### src/sv/atoc_pkg.sv
// Shared types and codes for the two-operand ASCII calculator.
package atoc_pkg;

    localparam int unsigned DATA_W = 32;
    localparam int unsigned CHAR_W = 8;

    // Operation codes that the parser hands to the execution unit.
    localparam int unsigned OP_W = 3;
    localparam logic [OP_W-1:0] OP_ADD = 3'd0;
    localparam logic [OP_W-1:0] OP_SUB = 3'd1;
    localparam logic [OP_W-1:0] OP_MUL = 3'd2;
    localparam logic [OP_W-1:0] OP_DIV = 3'd3;
    localparam logic [OP_W-1:0] OP_BAD = 3'd4;

    // Depth of the job queue between the parser and the execution unit.
    localparam int unsigned QUEUE_DEPTH = 4;
    localparam int unsigned QPTR_W = $clog2(QUEUE_DEPTH);

    typedef struct packed {
        logic [OP_W-1:0]   op;
        logic [DATA_W-1:0] a;
        logic [DATA_W-1:0] b;
    } t_job;

endpackage

### src/sv/atoc_if.sv
// Handshake interfaces for the character requests and the result requests.
interface atoc_char_if;
    import atoc_pkg::*;
    logic              valid;
    logic              ready;
    logic [CHAR_W-1:0] char_code;
    logic              last;
    modport source (output valid, output char_code, output last, input ready);
    modport sink (input valid, input char_code, input last, output ready);
endinterface

interface atoc_result_if;
    import atoc_pkg::*;
    logic                     valid;
    logic                     ready;
    logic signed [DATA_W-1:0] value;
    logic                     status;
    modport source (output valid, output value, output status, input ready);
    modport sink (input valid, input value, input status, output ready);
endinterface

### src/sv/atoc_parser.sv
// Front end: parses the character stream into operands and an operation code.
module atoc_parser
    import atoc_pkg::*;
(
    input  logic        i_clk,
    input  logic        i_rst_n,
    atoc_char_if.sink   i_req,
    input  logic        i_full,
    output logic        o_push,
    output t_job        o_job
);

    localparam logic [2:0] PH_FIRST_START  = 3'd0;
    localparam logic [2:0] PH_FIRST_NUM    = 3'd1;
    localparam logic [2:0] PH_OP_WAIT      = 3'd2;
    localparam logic [2:0] PH_SECOND_START = 3'd3;
    localparam logic [2:0] PH_SECOND_NUM   = 3'd4;
    localparam logic [2:0] PH_DONE         = 3'd5;

    localparam logic [CHAR_W-1:0] CH_NUL   = 8'h00;
    localparam logic [CHAR_W-1:0] CH_TAB   = 8'h09;
    localparam logic [CHAR_W-1:0] CH_LF    = 8'h0A;
    localparam logic [CHAR_W-1:0] CH_CR    = 8'h0D;
    localparam logic [CHAR_W-1:0] CH_SPACE = 8'h20;
    localparam logic [CHAR_W-1:0] CH_PLUS  = 8'h2B;
    localparam logic [CHAR_W-1:0] CH_MINUS = 8'h2D;
    localparam logic [CHAR_W-1:0] CH_STAR  = 8'h2A;
    localparam logic [CHAR_W-1:0] CH_SLASH = 8'h2F;
    localparam logic [CHAR_W-1:0] CH_ZERO  = 8'h30;
    localparam logic [CHAR_W-1:0] CH_NINE  = 8'h39;
    localparam logic [CHAR_W-1:0] CH_LA    = 8'h61;
    localparam logic [CHAR_W-1:0] CH_LF_HX = 8'h66;
    localparam logic [CHAR_W-1:0] CH_UA    = 8'h41;
    localparam logic [CHAR_W-1:0] CH_UF    = 8'h46;
    localparam logic [CHAR_W-1:0] CH_LX    = 8'h78;
    localparam logic [CHAR_W-1:0] CH_UX    = 8'h58;

    logic [2:0]        r_phase, n_phase;
    logic [DATA_W-1:0] r_first, n_first;
    logic [DATA_W-1:0] r_second, n_second;
    logic [CHAR_W-1:0] r_op_char, n_op_char;
    logic              r_hex, n_hex;
    logic              r_lz, n_lz;

    logic [CHAR_W-1:0] c;
    logic              fire;
    logic              is_space, is_dec, is_lhex, is_uhex, is_x;
    logic              dig_ok, cont_ok;
    logic [3:0]        dig_val;
    logic [DATA_W-1:0] acc_cur, acc_scaled, acc_new;
    logic [CHAR_W-1:0] t_dec, t_lhex, t_uhex;

    assign c       = i_req.char_code;
    assign i_req.ready = !i_full;
    assign fire    = i_req.valid && !i_full;

    always_comb begin
        t_dec    = c - CH_ZERO;
        t_lhex   = c - CH_LA + 8'd10;
        t_uhex   = c - CH_UA + 8'd10;
        is_space = (c == CH_SPACE) || (c == CH_TAB) || (c == CH_CR) || (c == CH_LF);
        is_dec   = (c >= CH_ZERO) && (c <= CH_NINE);
        is_lhex  = (c >= CH_LA) && (c <= CH_LF_HX);
        is_uhex  = (c >= CH_UA) && (c <= CH_UF);
        is_x     = (c == CH_LX) || (c == CH_UX);
        dig_ok   = is_dec || (r_hex && (is_lhex || is_uhex));
        if (is_dec) begin
            dig_val = t_dec[3:0];
        end else if (is_lhex) begin
            dig_val = t_lhex[3:0];
        end else begin
            dig_val = t_uhex[3:0];
        end
        cont_ok = (r_lz && is_x) || dig_ok;

        // Times ten is eight plus two; times sixteen is a shift.
        acc_cur = (r_phase == PH_FIRST_NUM) ? r_first : r_second;
        if (r_hex) begin
            acc_scaled = {acc_cur[DATA_W-5:0], 4'b0};
        end else begin
            acc_scaled = {acc_cur[DATA_W-4:0], 3'b0} + {acc_cur[DATA_W-2:0], 1'b0};
        end
        acc_new = acc_scaled + {{(DATA_W-4){1'b0}}, dig_val};
    end

    always_comb begin
        n_phase   = r_phase;
        n_first   = r_first;
        n_second  = r_second;
        n_op_char = r_op_char;
        n_hex     = r_hex;
        n_lz      = r_lz;

        if (c == CH_NUL) begin
            n_phase = PH_DONE;
        end else begin
            unique case (r_phase)
                PH_FIRST_START: begin
                    n_hex = 1'b0;
                    n_lz  = (c == CH_ZERO);
                    if (is_dec) begin
                        n_first = {{(DATA_W-4){1'b0}}, dig_val};
                        n_phase = PH_FIRST_NUM;
                    end else if (is_space) begin
                        n_phase = PH_OP_WAIT;
                    end else begin
                        n_op_char = c;
                        n_phase   = PH_SECOND_START;
                    end
                end
                PH_FIRST_NUM, PH_SECOND_NUM: begin
                    if (r_lz && is_x) begin
                        n_hex = 1'b1;
                        n_lz  = 1'b0;
                    end else if (dig_ok) begin
                        n_lz = 1'b0;
                        if (r_phase == PH_FIRST_NUM) begin
                            n_first = acc_new;
                        end else begin
                            n_second = acc_new;
                        end
                    end
                    if (!cont_ok) begin
                        if (r_phase == PH_SECOND_NUM) begin
                            n_phase = PH_DONE;
                        end else if (is_space) begin
                            n_phase = PH_OP_WAIT;
                        end else begin
                            n_op_char = c;
                            n_phase   = PH_SECOND_START;
                        end
                    end
                end
                PH_OP_WAIT: begin
                    if (!is_space) begin
                        n_op_char = c;
                        n_phase   = PH_SECOND_START;
                    end
                end
                PH_SECOND_START: begin
                    if (!is_space) begin
                        n_hex = 1'b0;
                        n_lz  = (c == CH_ZERO);
                        if (is_dec) begin
                            n_second = {{(DATA_W-4){1'b0}}, dig_val};
                            n_phase  = PH_SECOND_NUM;
                        end else begin
                            n_phase = PH_DONE;
                        end
                    end
                end
                default: begin
                end
            endcase
        end
    end

    // Classify the operator once the expression is complete.
    always_comb begin
        o_job.a = n_first;
        o_job.b = n_second;
        unique case (n_op_char)
            CH_PLUS:  o_job.op = OP_ADD;
            CH_MINUS: o_job.op = OP_SUB;
            CH_STAR:  o_job.op = OP_MUL;
            CH_SLASH: o_job.op = OP_DIV;
            default:  o_job.op = OP_BAD;
        endcase
        o_push = fire && i_req.last;
    end

    always_ff @(posedge i_clk) begin
        if (!i_rst_n || (fire && i_req.last)) begin
            r_phase   <= PH_FIRST_START;
            r_first   <= '0;
            r_second  <= '0;
            r_op_char <= '0;
            r_hex     <= 1'b0;
            r_lz      <= 1'b0;
        end else if (fire) begin
            r_phase   <= n_phase;
            r_first   <= n_first;
            r_second  <= n_second;
            r_op_char <= n_op_char;
            r_hex     <= n_hex;
            r_lz      <= n_lz;
        end
    end

endmodule

### src/sv/atoc_queue.sv
// Small job queue that decouples the parser from the execution unit.
module atoc_queue
    import atoc_pkg::*;
(
    input  logic i_clk,
    input  logic i_rst_n,
    input  logic i_push,
    input  t_job i_job,
    input  logic i_pop,
    output t_job o_job,
    output logic o_empty,
    output logic o_full
);

    t_job              r_mem [QUEUE_DEPTH];
    logic [QPTR_W-1:0] r_wr_ptr, r_rd_ptr;
    logic [QPTR_W:0]   r_count;
    logic              do_push, do_pop;

    assign o_empty = (r_count == '0);
    assign o_full  = (r_count == (QPTR_W + 1)'(QUEUE_DEPTH));
    assign do_push = i_push && !o_full;
    assign do_pop  = i_pop && !o_empty;
    assign o_job   = r_mem[r_rd_ptr];

    always_ff @(posedge i_clk) begin
        if (do_push) begin
            r_mem[r_wr_ptr] <= i_job;
        end
    end

    always_ff @(posedge i_clk) begin
        if (!i_rst_n) begin
            r_wr_ptr <= '0;
            r_rd_ptr <= '0;
            r_count  <= '0;
        end else begin
            if (do_push) begin
                r_wr_ptr <= r_wr_ptr + 1'b1;
            end
            if (do_pop) begin
                r_rd_ptr <= r_rd_ptr + 1'b1;
            end
            if (do_push && !do_pop) begin
                r_count <= r_count + 1'b1;
            end else if (do_pop && !do_push) begin
                r_count <= r_count - 1'b1;
            end
        end
    end

endmodule

### src/sv/atoc_exec.sv
// Back end: carries out one job and holds its result until it is taken.
module atoc_exec
    import atoc_pkg::*;
(
    input  logic           i_clk,
    input  logic           i_rst_n,
    input  t_job           i_job,
    input  logic           i_empty,
    output logic           o_pop,
    atoc_result_if.source  o_rsp
);

    localparam logic [1:0] S_IDLE = 2'd0;
    localparam logic [1:0] S_CALC = 2'd1;
    localparam logic [1:0] S_DIV  = 2'd2;
    localparam logic [1:0] S_FIN  = 2'd3;
    localparam int unsigned CNT_W = $clog2(DATA_W);

    logic [1:0]        r_state;
    logic [OP_W-1:0]   r_op;
    logic [DATA_W-1:0] r_a, r_b;
    logic [DATA_W-1:0] r_res;
    logic              r_err;
    logic [DATA_W-1:0] r_rem, r_quo, r_dvs;
    logic              r_neg;
    logic [CNT_W-1:0]  r_cnt;
    logic              r_ovalid;
    logic [DATA_W-1:0] r_value;
    logic              r_status;

    logic [DATA_W-1:0]   prod;
    logic [DATA_W:0]     trial;
    logic [DATA_W-1:0]   mag_a, mag_b;
    logic                take, load;

    // Quotient after the current division step.
    function automatic logic [DATA_W-1:0] n_quo_bits(input logic borrow,
                                                     input logic [DATA_W-1:0] quo);
        n_quo_bits = {quo[DATA_W-2:0], !borrow};
    endfunction

    assign o_pop        = (r_state == S_IDLE) && !i_empty;
    assign o_rsp.valid  = r_ovalid;
    assign o_rsp.value  = r_value;
    assign o_rsp.status = r_status;
    assign take         = r_ovalid && o_rsp.ready;
    assign load         = (r_state == S_FIN) && (!r_ovalid || o_rsp.ready);

    always_comb begin
        // Only the low word of the product is kept.
        prod  = r_a * r_b;
        mag_a = r_a[DATA_W-1] ? (~r_a + 1'b1) : r_a;
        mag_b = r_b[DATA_W-1] ? (~r_b + 1'b1) : r_b;
        // One restoring step: shift in the next dividend bit and try to subtract.
        trial = {r_rem, r_quo[DATA_W-1]} - {1'b0, r_dvs};
    end

    always_ff @(posedge i_clk) begin
        if (o_pop) begin
            r_op <= i_job.op;
            r_a  <= i_job.a;
            r_b  <= i_job.b;
        end
        if (r_state == S_CALC) begin
            unique case (r_op)
                OP_ADD: begin
                    r_res <= r_a + r_b;
                    r_err <= 1'b0;
                end
                OP_SUB: begin
                    r_res <= r_a - r_b;
                    r_err <= 1'b0;
                end
                OP_MUL: begin
                    r_res <= prod;
                    r_err <= 1'b0;
                end
                OP_DIV: begin
                    r_res <= '0;
                    r_err <= (r_b == '0);
                    r_rem <= '0;
                    r_quo <= mag_a;
                    r_dvs <= mag_b;
                    r_neg <= r_a[DATA_W-1] ^ r_b[DATA_W-1];
                end
                default: begin
                    r_res <= '0;
                    r_err <= 1'b1;
                end
            endcase
        end
        if (r_state == S_DIV) begin
            if (!trial[DATA_W]) begin
                r_rem <= trial[DATA_W-1:0];
                r_quo <= {r_quo[DATA_W-2:0], 1'b1};
            end else begin
                r_rem <= {r_rem[DATA_W-2:0], r_quo[DATA_W-1]};
                r_quo <= {r_quo[DATA_W-2:0], 1'b0};
            end
            if (r_cnt == '0) begin
                r_res <= r_neg ? (~n_quo_bits(trial[DATA_W], r_quo) + 1'b1)
                               : n_quo_bits(trial[DATA_W], r_quo);
            end
        end
        if (load) begin
            r_value  <= r_err ? '0 : r_res;
            r_status <= r_err;
        end
    end

    always_ff @(posedge i_clk) begin
        if (!i_rst_n) begin
            r_state  <= S_IDLE;
            r_cnt    <= '0;
            r_ovalid <= 1'b0;
        end else begin
            unique case (r_state)
                S_IDLE: begin
                    if (!i_empty) begin
                        r_state <= S_CALC;
                    end
                end
                S_CALC: begin
                    if ((r_op == OP_DIV) && (r_b != '0)) begin
                        r_state <= S_DIV;
                        r_cnt   <= CNT_W'(DATA_W - 1);
                    end else begin
                        r_state <= S_FIN;
                    end
                end
                S_DIV: begin
                    r_cnt <= r_cnt - 1'b1;
                    if (r_cnt == '0) begin
                        r_state <= S_FIN;
                    end
                end
                S_FIN: begin
                    if (load) begin
                        r_state <= S_IDLE;
                    end
                end
                default: r_state <= S_IDLE;
            endcase
            if (load) begin
                r_ovalid <= 1'b1;
            end else if (take) begin
                r_ovalid <= 1'b0;
            end
        end
    end

endmodule

### src/sv/ascii_two_operand_calculator.sv
// Top level of the two-operand ASCII expression calculator.
// The calculator takes an expression as one ASCII byte per request on i_req and
// returns one result request on o_rsp for each byte that carries the last flag.
// The parser accepts a byte in every cycle as long as its four-entry job queue
// has room; it reads a first number in decimal (or hex after 0x/0X), skips
// whitespace, takes one operator character, skips whitespace and reads a second
// number, ignoring anything after it, and a zero byte ends the expression early.
// Each finished expression becomes one job in the queue. The execution unit
// takes one job at a time: add, subtract, multiply and error cases go from the
// queue through the calculate and finish states to the output register, and a
// division also runs a restoring divider, one quotient bit per cycle, so the
// sustained rate of expressions is set by that divider when quotients dominate.
// All arithmetic wraps modulo 2^32; a missing or unknown operator, or division
// by zero, returns status 1 with value 0. A finished result sits in an output
// register while the next job is already being worked on.
module ascii_two_operand_calculator
    import atoc_pkg::*;
(
    input  logic          i_clk,
    input  logic          i_rst_n,
    atoc_char_if.sink     i_req,
    atoc_result_if.source o_rsp
);

    t_job job_in;
    t_job job_out;
    logic push;
    logic pop;
    logic empty;
    logic full;

    // The parser classifies each byte and emits a job on the last byte.
    atoc_parser u_parser (
        .i_clk   (i_clk),
        .i_rst_n (i_rst_n),
        .i_req   (i_req),
        .i_full  (full),
        .o_push  (push),
        .o_job   (job_in)
    );

    // The queue lets the parser keep taking bytes while a division runs.
    atoc_queue u_queue (
        .i_clk   (i_clk),
        .i_rst_n (i_rst_n),
        .i_push  (push),
        .i_job   (job_in),
        .i_pop   (pop),
        .o_job   (job_out),
        .o_empty (empty),
        .o_full  (full)
    );

    // The execution unit computes the result and drives the result channel.
    atoc_exec u_exec (
        .i_clk   (i_clk),
        .i_rst_n (i_rst_n),
        .i_job   (job_out),
        .i_empty (empty),
        .o_pop   (pop),
        .o_rsp   (o_rsp)
    );

endmodule

### src/flat_wrapper.sv
// flat-port wrapper written by rule: the top's interface ports become plain ports
module ascii_two_operand_calculator_flat import atoc_pkg::*;
  (i_clk, i_rst_n, i_req_valid, i_req_char_code, i_req_last, i_req_ready, o_rsp_valid, o_rsp_value, o_rsp_status, o_rsp_ready);
  atoc_char_if i_req_i ();
  atoc_result_if o_rsp_i ();
  input  logic i_clk;
  input  logic i_rst_n;
  input wire logic [$bits(i_req_i.valid)-1:0] i_req_valid;
  input wire logic [$bits(i_req_i.char_code)-1:0] i_req_char_code;
  input wire logic [$bits(i_req_i.last)-1:0] i_req_last;
  output wire logic [$bits(i_req_i.ready)-1:0] i_req_ready;
  output wire logic [$bits(o_rsp_i.valid)-1:0] o_rsp_valid;
  output wire logic [$bits(o_rsp_i.value)-1:0] o_rsp_value;
  output wire logic [$bits(o_rsp_i.status)-1:0] o_rsp_status;
  input wire logic [$bits(o_rsp_i.ready)-1:0] o_rsp_ready;
  assign i_req_i.valid = i_req_valid;
  assign i_req_i.char_code = i_req_char_code;
  assign i_req_i.last = i_req_last;
  assign i_req_ready = i_req_i.ready;
  assign o_rsp_valid = o_rsp_i.valid;
  assign o_rsp_value = o_rsp_i.value;
  assign o_rsp_status = o_rsp_i.status;
  assign o_rsp_i.ready = o_rsp_ready;
  ascii_two_operand_calculator u_core (.i_clk(i_clk), .i_rst_n(i_rst_n), .i_req(i_req_i), .o_rsp(o_rsp_i));
endmodule
### config.mk
export PLATFORM = sky130hd
export DESIGN_NAME = ascii_two_operand_calculator_flat
export DESIGN_NICKNAME = d
export VERILOG_FILES = /design/src/sv/atoc_pkg.sv /design/src/sv/atoc_if.sv /design/src/sv/atoc_parser.sv /design/src/sv/atoc_queue.sv /design/src/sv/atoc_exec.sv /design/src/sv/ascii_two_operand_calculator.sv /design/src/flat_wrapper.sv
export SDC_FILE = /design/constraint.sdc
export NUM_CORES = 2
export LEC_CHECK = 0
export BUFFER_PORTS_ARGS = -buffer_cell sky130_fd_sc_hd__buf_2
export CAP_MARGIN = 10
export CORE_MARGIN = 3
export CORE_UTILIZATION = 50
export DETAILED_ROUTE_END_ITERATION = 8
export PLACE_DENSITY = 0.69
export SLEW_MARGIN = 20
export SYNTH_ARGS = -nofsm -noshare
export SYNTH_HDL_FRONTEND = slang
export SYNTH_SLANG_ARGS = --single-unit
### constraint.sdc
create_clock -name i_clk -period 10.59 [get_ports i_clk]
set_input_delay 1.059 -clock i_clk [delete_from_list [all_inputs] [get_ports i_clk]]
set_output_delay 1.059 -clock i_clk [all_outputs]
set_load 0.1 [all_outputs]
==> metrics.txt <==
number of DRC markers in iteration 0=2770; relative max-transition margin=0.202; Final setup violation count=0; multi-input logic area=about 28000 µm²; CP endpoint kind=register; worst endpoint required time=~11000 ps; H-Tree Depth=2; Clock Path Buffers=3; die width=around 310 µm; Post-Synthesis Cell Area=47700 µm²; FF-to-FF setup slack=roughly 2000 ps; Netlist cell types=98; CTS resizes=0; Peak Freq=approximately 120 MHz; number of global-route vias before repair=34800; initial antenna violation count=1; area growth from synthesis to layout=7.75%; Worst Skew=roughly 72 ps; Worst-Skew Late Latency=680 ps; Setup Buffers After CTS=0; largest net degree at the start of global routing=around 110; EDFF count, synth=around 470; Worst Reg-to-Reg Cells=27; period utilization=0.814; length of the first detailed-routing pass in iterations=6; first-pass GRT wire length=~200000 µm; Overflow after GRT=0; RSZ-0062 raised after global routing=no; commonest non-fill, non-tap cells in the layout=528 x nand2_1, 512 x inv_1, 466 x edfxtp_1, 413 x fa_1, 339 x and2_1; Seq cells post-synth=between 500 and 600; Slew @ Worst Pin=about 1200 ps; r2r endpoint=u_core.u_exec.r_res[31]; Cell Rows=about 110; vias per cell=5.85; setup_tns=0 ps; DRC errors left=0; Syn Inst Count=4628; Ports=48; Overall Global Routing Usage=0.252; ys async rst share=0; GPL Wtd Cong=0.914; Hold Buf Count CTS=0; HPWL Detailed=89100 µm; Ys Warns=0; count of buffers from port buffering=47; Ant. Diodes=0; worst path arrival time=around 9000 ps; Worst Hold Depth=2; ys flop type=edfxtp_1; die height=approximately 310 µm; min Tclk post-route=around 8600 ps; CTS sink count=slightly below 600; Hold Crit Start=u_core.u_parser.r_second[28]; WL final=about 120000 µm; critical path depth=27; Starting Density=0.508; CP Max Fanout=21; final count of hold timing violations=0; Vias=~34000; Hold EP=u_core.u_parser.r_second[28]; antenna-violating nets left=0; fin nets=5229; FF+latch area=between 15000 and 20000 µm²; status=finished clean; post-layout util=0.547; worst r2r src=u_core.u_exec.r_a[9]; register area share after synthesis=0.345; worst path bufs/invs=7; number of CTS-inserted buffers=61; ratio of cells with drive above 1 in the final layout=0.0790; Net Count, Synth=around 5300; clock-pin transition on the worst setup and hold timing paths=roughly 60 ps; Max-Cap Viols=0; CP startpoint kind=register; Worst path top cell family by delay=adder cells; Core ar.=between 90000 and 100000 µm²; Hold Path Class=reg -> reg; wire length per cell=21.1 µm; crit path max-delay cell type=edfxtp_1; most common cell after layout, fill and taps aside=nand2_1; root buffer cell=clkbuf_16; WS Path Type=reg -> reg; largest stage delay on the critical path=1140 ps; mean post-synth cell area=a little over 10 µm²; # fillers=8214; Pins Over Slew Limit=0; CTS tree=built; Most common cell on crit path=fa_1; die area=roughly 100000 µm²
[routing by layer]
| metal | GRT usage | routed length, µm | vias up |
|---|---|---|---|
| met1 | 0.337 | 51500 | 17200 |
| met2 | 0.418 | 58700 | 1218 |
| met3 | 0.0334 | 8250 | 299 |
| met4 | 0.101 | 5570 | 0 |
| met5 | 0 | 0 | - |
| li1 | - | - | 15700 |
[kinds of logic (layout without fill, tap and decap cells)]
group,Yosys count,count (layout),share of synthesized area
AOI/OAI and AO/OA,792,792,0.111
xor gates and xnor gates,289,289,0.0534
adders and majority gates,651,651,0.236
buffers and inverters,766,757,0.0607
DFF,590,590,0.345
muxes,122,122,0.0441
and+or+nand+nor,1418,1418,0.150
[worst max path at each step]
stage / startpoint / to / slack [ps]
2_1_floorplan: u_core.u_exec.r_b[5] / u_core.u_exec.r_res[31] / 2980
6_report: u_core.u_exec.r_a[9] / u_core.u_exec.r_res[31] / 1970
3_5_place_dp: u_core.u_exec.r_b[4] / u_core.u_exec.r_res[31] / 2060
5_1_grt: u_core.u_exec.r_a[4] / u_core.u_exec.r_res[31] / 1580
4_1_cts: u_core.u_exec.r_b[4] / u_core.u_exec.r_res[31] / 1960
3_3_place_gp: u_core.u_exec.r_b[4] / u_core.u_exec.r_res[31] / 2130
[cell type report]
| type | count | share of cell area |
|---|---|---|
| Clock buffer | 79 | 0.0341 |
| Sequential cell | 590 | 0.321 |
| Timing Repair Buffer | 127 | 0.0167 |
| Tap cell | 1254 | 0.0305 |
| Inverter | 514 | 0.0375 |
| Multi-Input combinational cell | 3272 | 0.552 |
| Clock inverter | 37 | 0.00818 |
[registers in the layout (all words and copies together) (netlist names)]
signal                      flops
u_core.u_exec.r_a              32
u_core.u_exec.o_rsp.status      1
u_core.u_exec.r_quo            32
u_core.u_exec.r_neg             1
u_core.u_parser.r_hex           1
u_core.u_exec.r_cnt             5
u_core.u_parser.r_lz            1
u_core.u_exec.r_b              32
u_core.u_queue.r_mem          268
u_core.u_exec.r_rem            32
u_core.u_exec.r_op              3
u_core.u_parser.r_second       32
u_core.u_exec.o_rsp.valid       1
u_core.u_parser.r_op_char       8
u_core.u_parser.r_phase         3
u_core.u_exec.r_res            32
u_core.u_exec.o_rsp.value      32
u_core.u_parser.r_first        32
u_core.u_queue.r_rd_ptr         2
u_core.u_queue.r_wr_ptr         2
u_core.u_exec.r_state           2
u_core.u_exec.r_dvs            32
u_core.u_exec.r_err             1
u_core.u_queue.r_count          3
[synthesized netlist by cell type (all sizes together), types with 60 or more instances]
| cell | count | area [µm²] |
|---|---|---|
| o21ai | 207 | 1040 |
| nor3 | 60 | 312 |
| inv | 514 | 1930 |
| fa | 413 | 8270 |
| and2 | 341 | 2130 |
| nor2 | 174 | 661 |
| xor2 | 138 | 1210 |
| dfxtp | 124 | 2480 |
| nor2b | 61 | 384 |
| a21oi | 150 | 754 |
| nand2 | 529 | 1990 |
| edfxtp | 466 | 14000 |
| xnor2 | 150 | 1310 |
| clkbuf | 230 | 863 |
| ha | 237 | 2970 |
| mux4 | 67 | 1510 |
[through the flow]
stage / std cells / setup WS [ps] / hold slack, ps / area [µm²]
floorplan: 4628 / 2980 / 436 / 47700
global placement: 5754 / 2130 / 447 / 49200
detailed placement: 5754 / 2060 / 453 / 49200
CTS: 5870 / 1960 / 464 / 51300
global route: 5873 / 1580 / 497 / 51400
finish: 5873 / 1970 / 465 / 51400
[worst min-delay path, cell delays in order (launching register included)]
cell	delay [ps]
dfxtp_1	320
nand2_1	50
o21ai_1	50
Power is not shown: default switching activity piles up to over one toggle a cycle in this logic, so the estimate is an artifact.
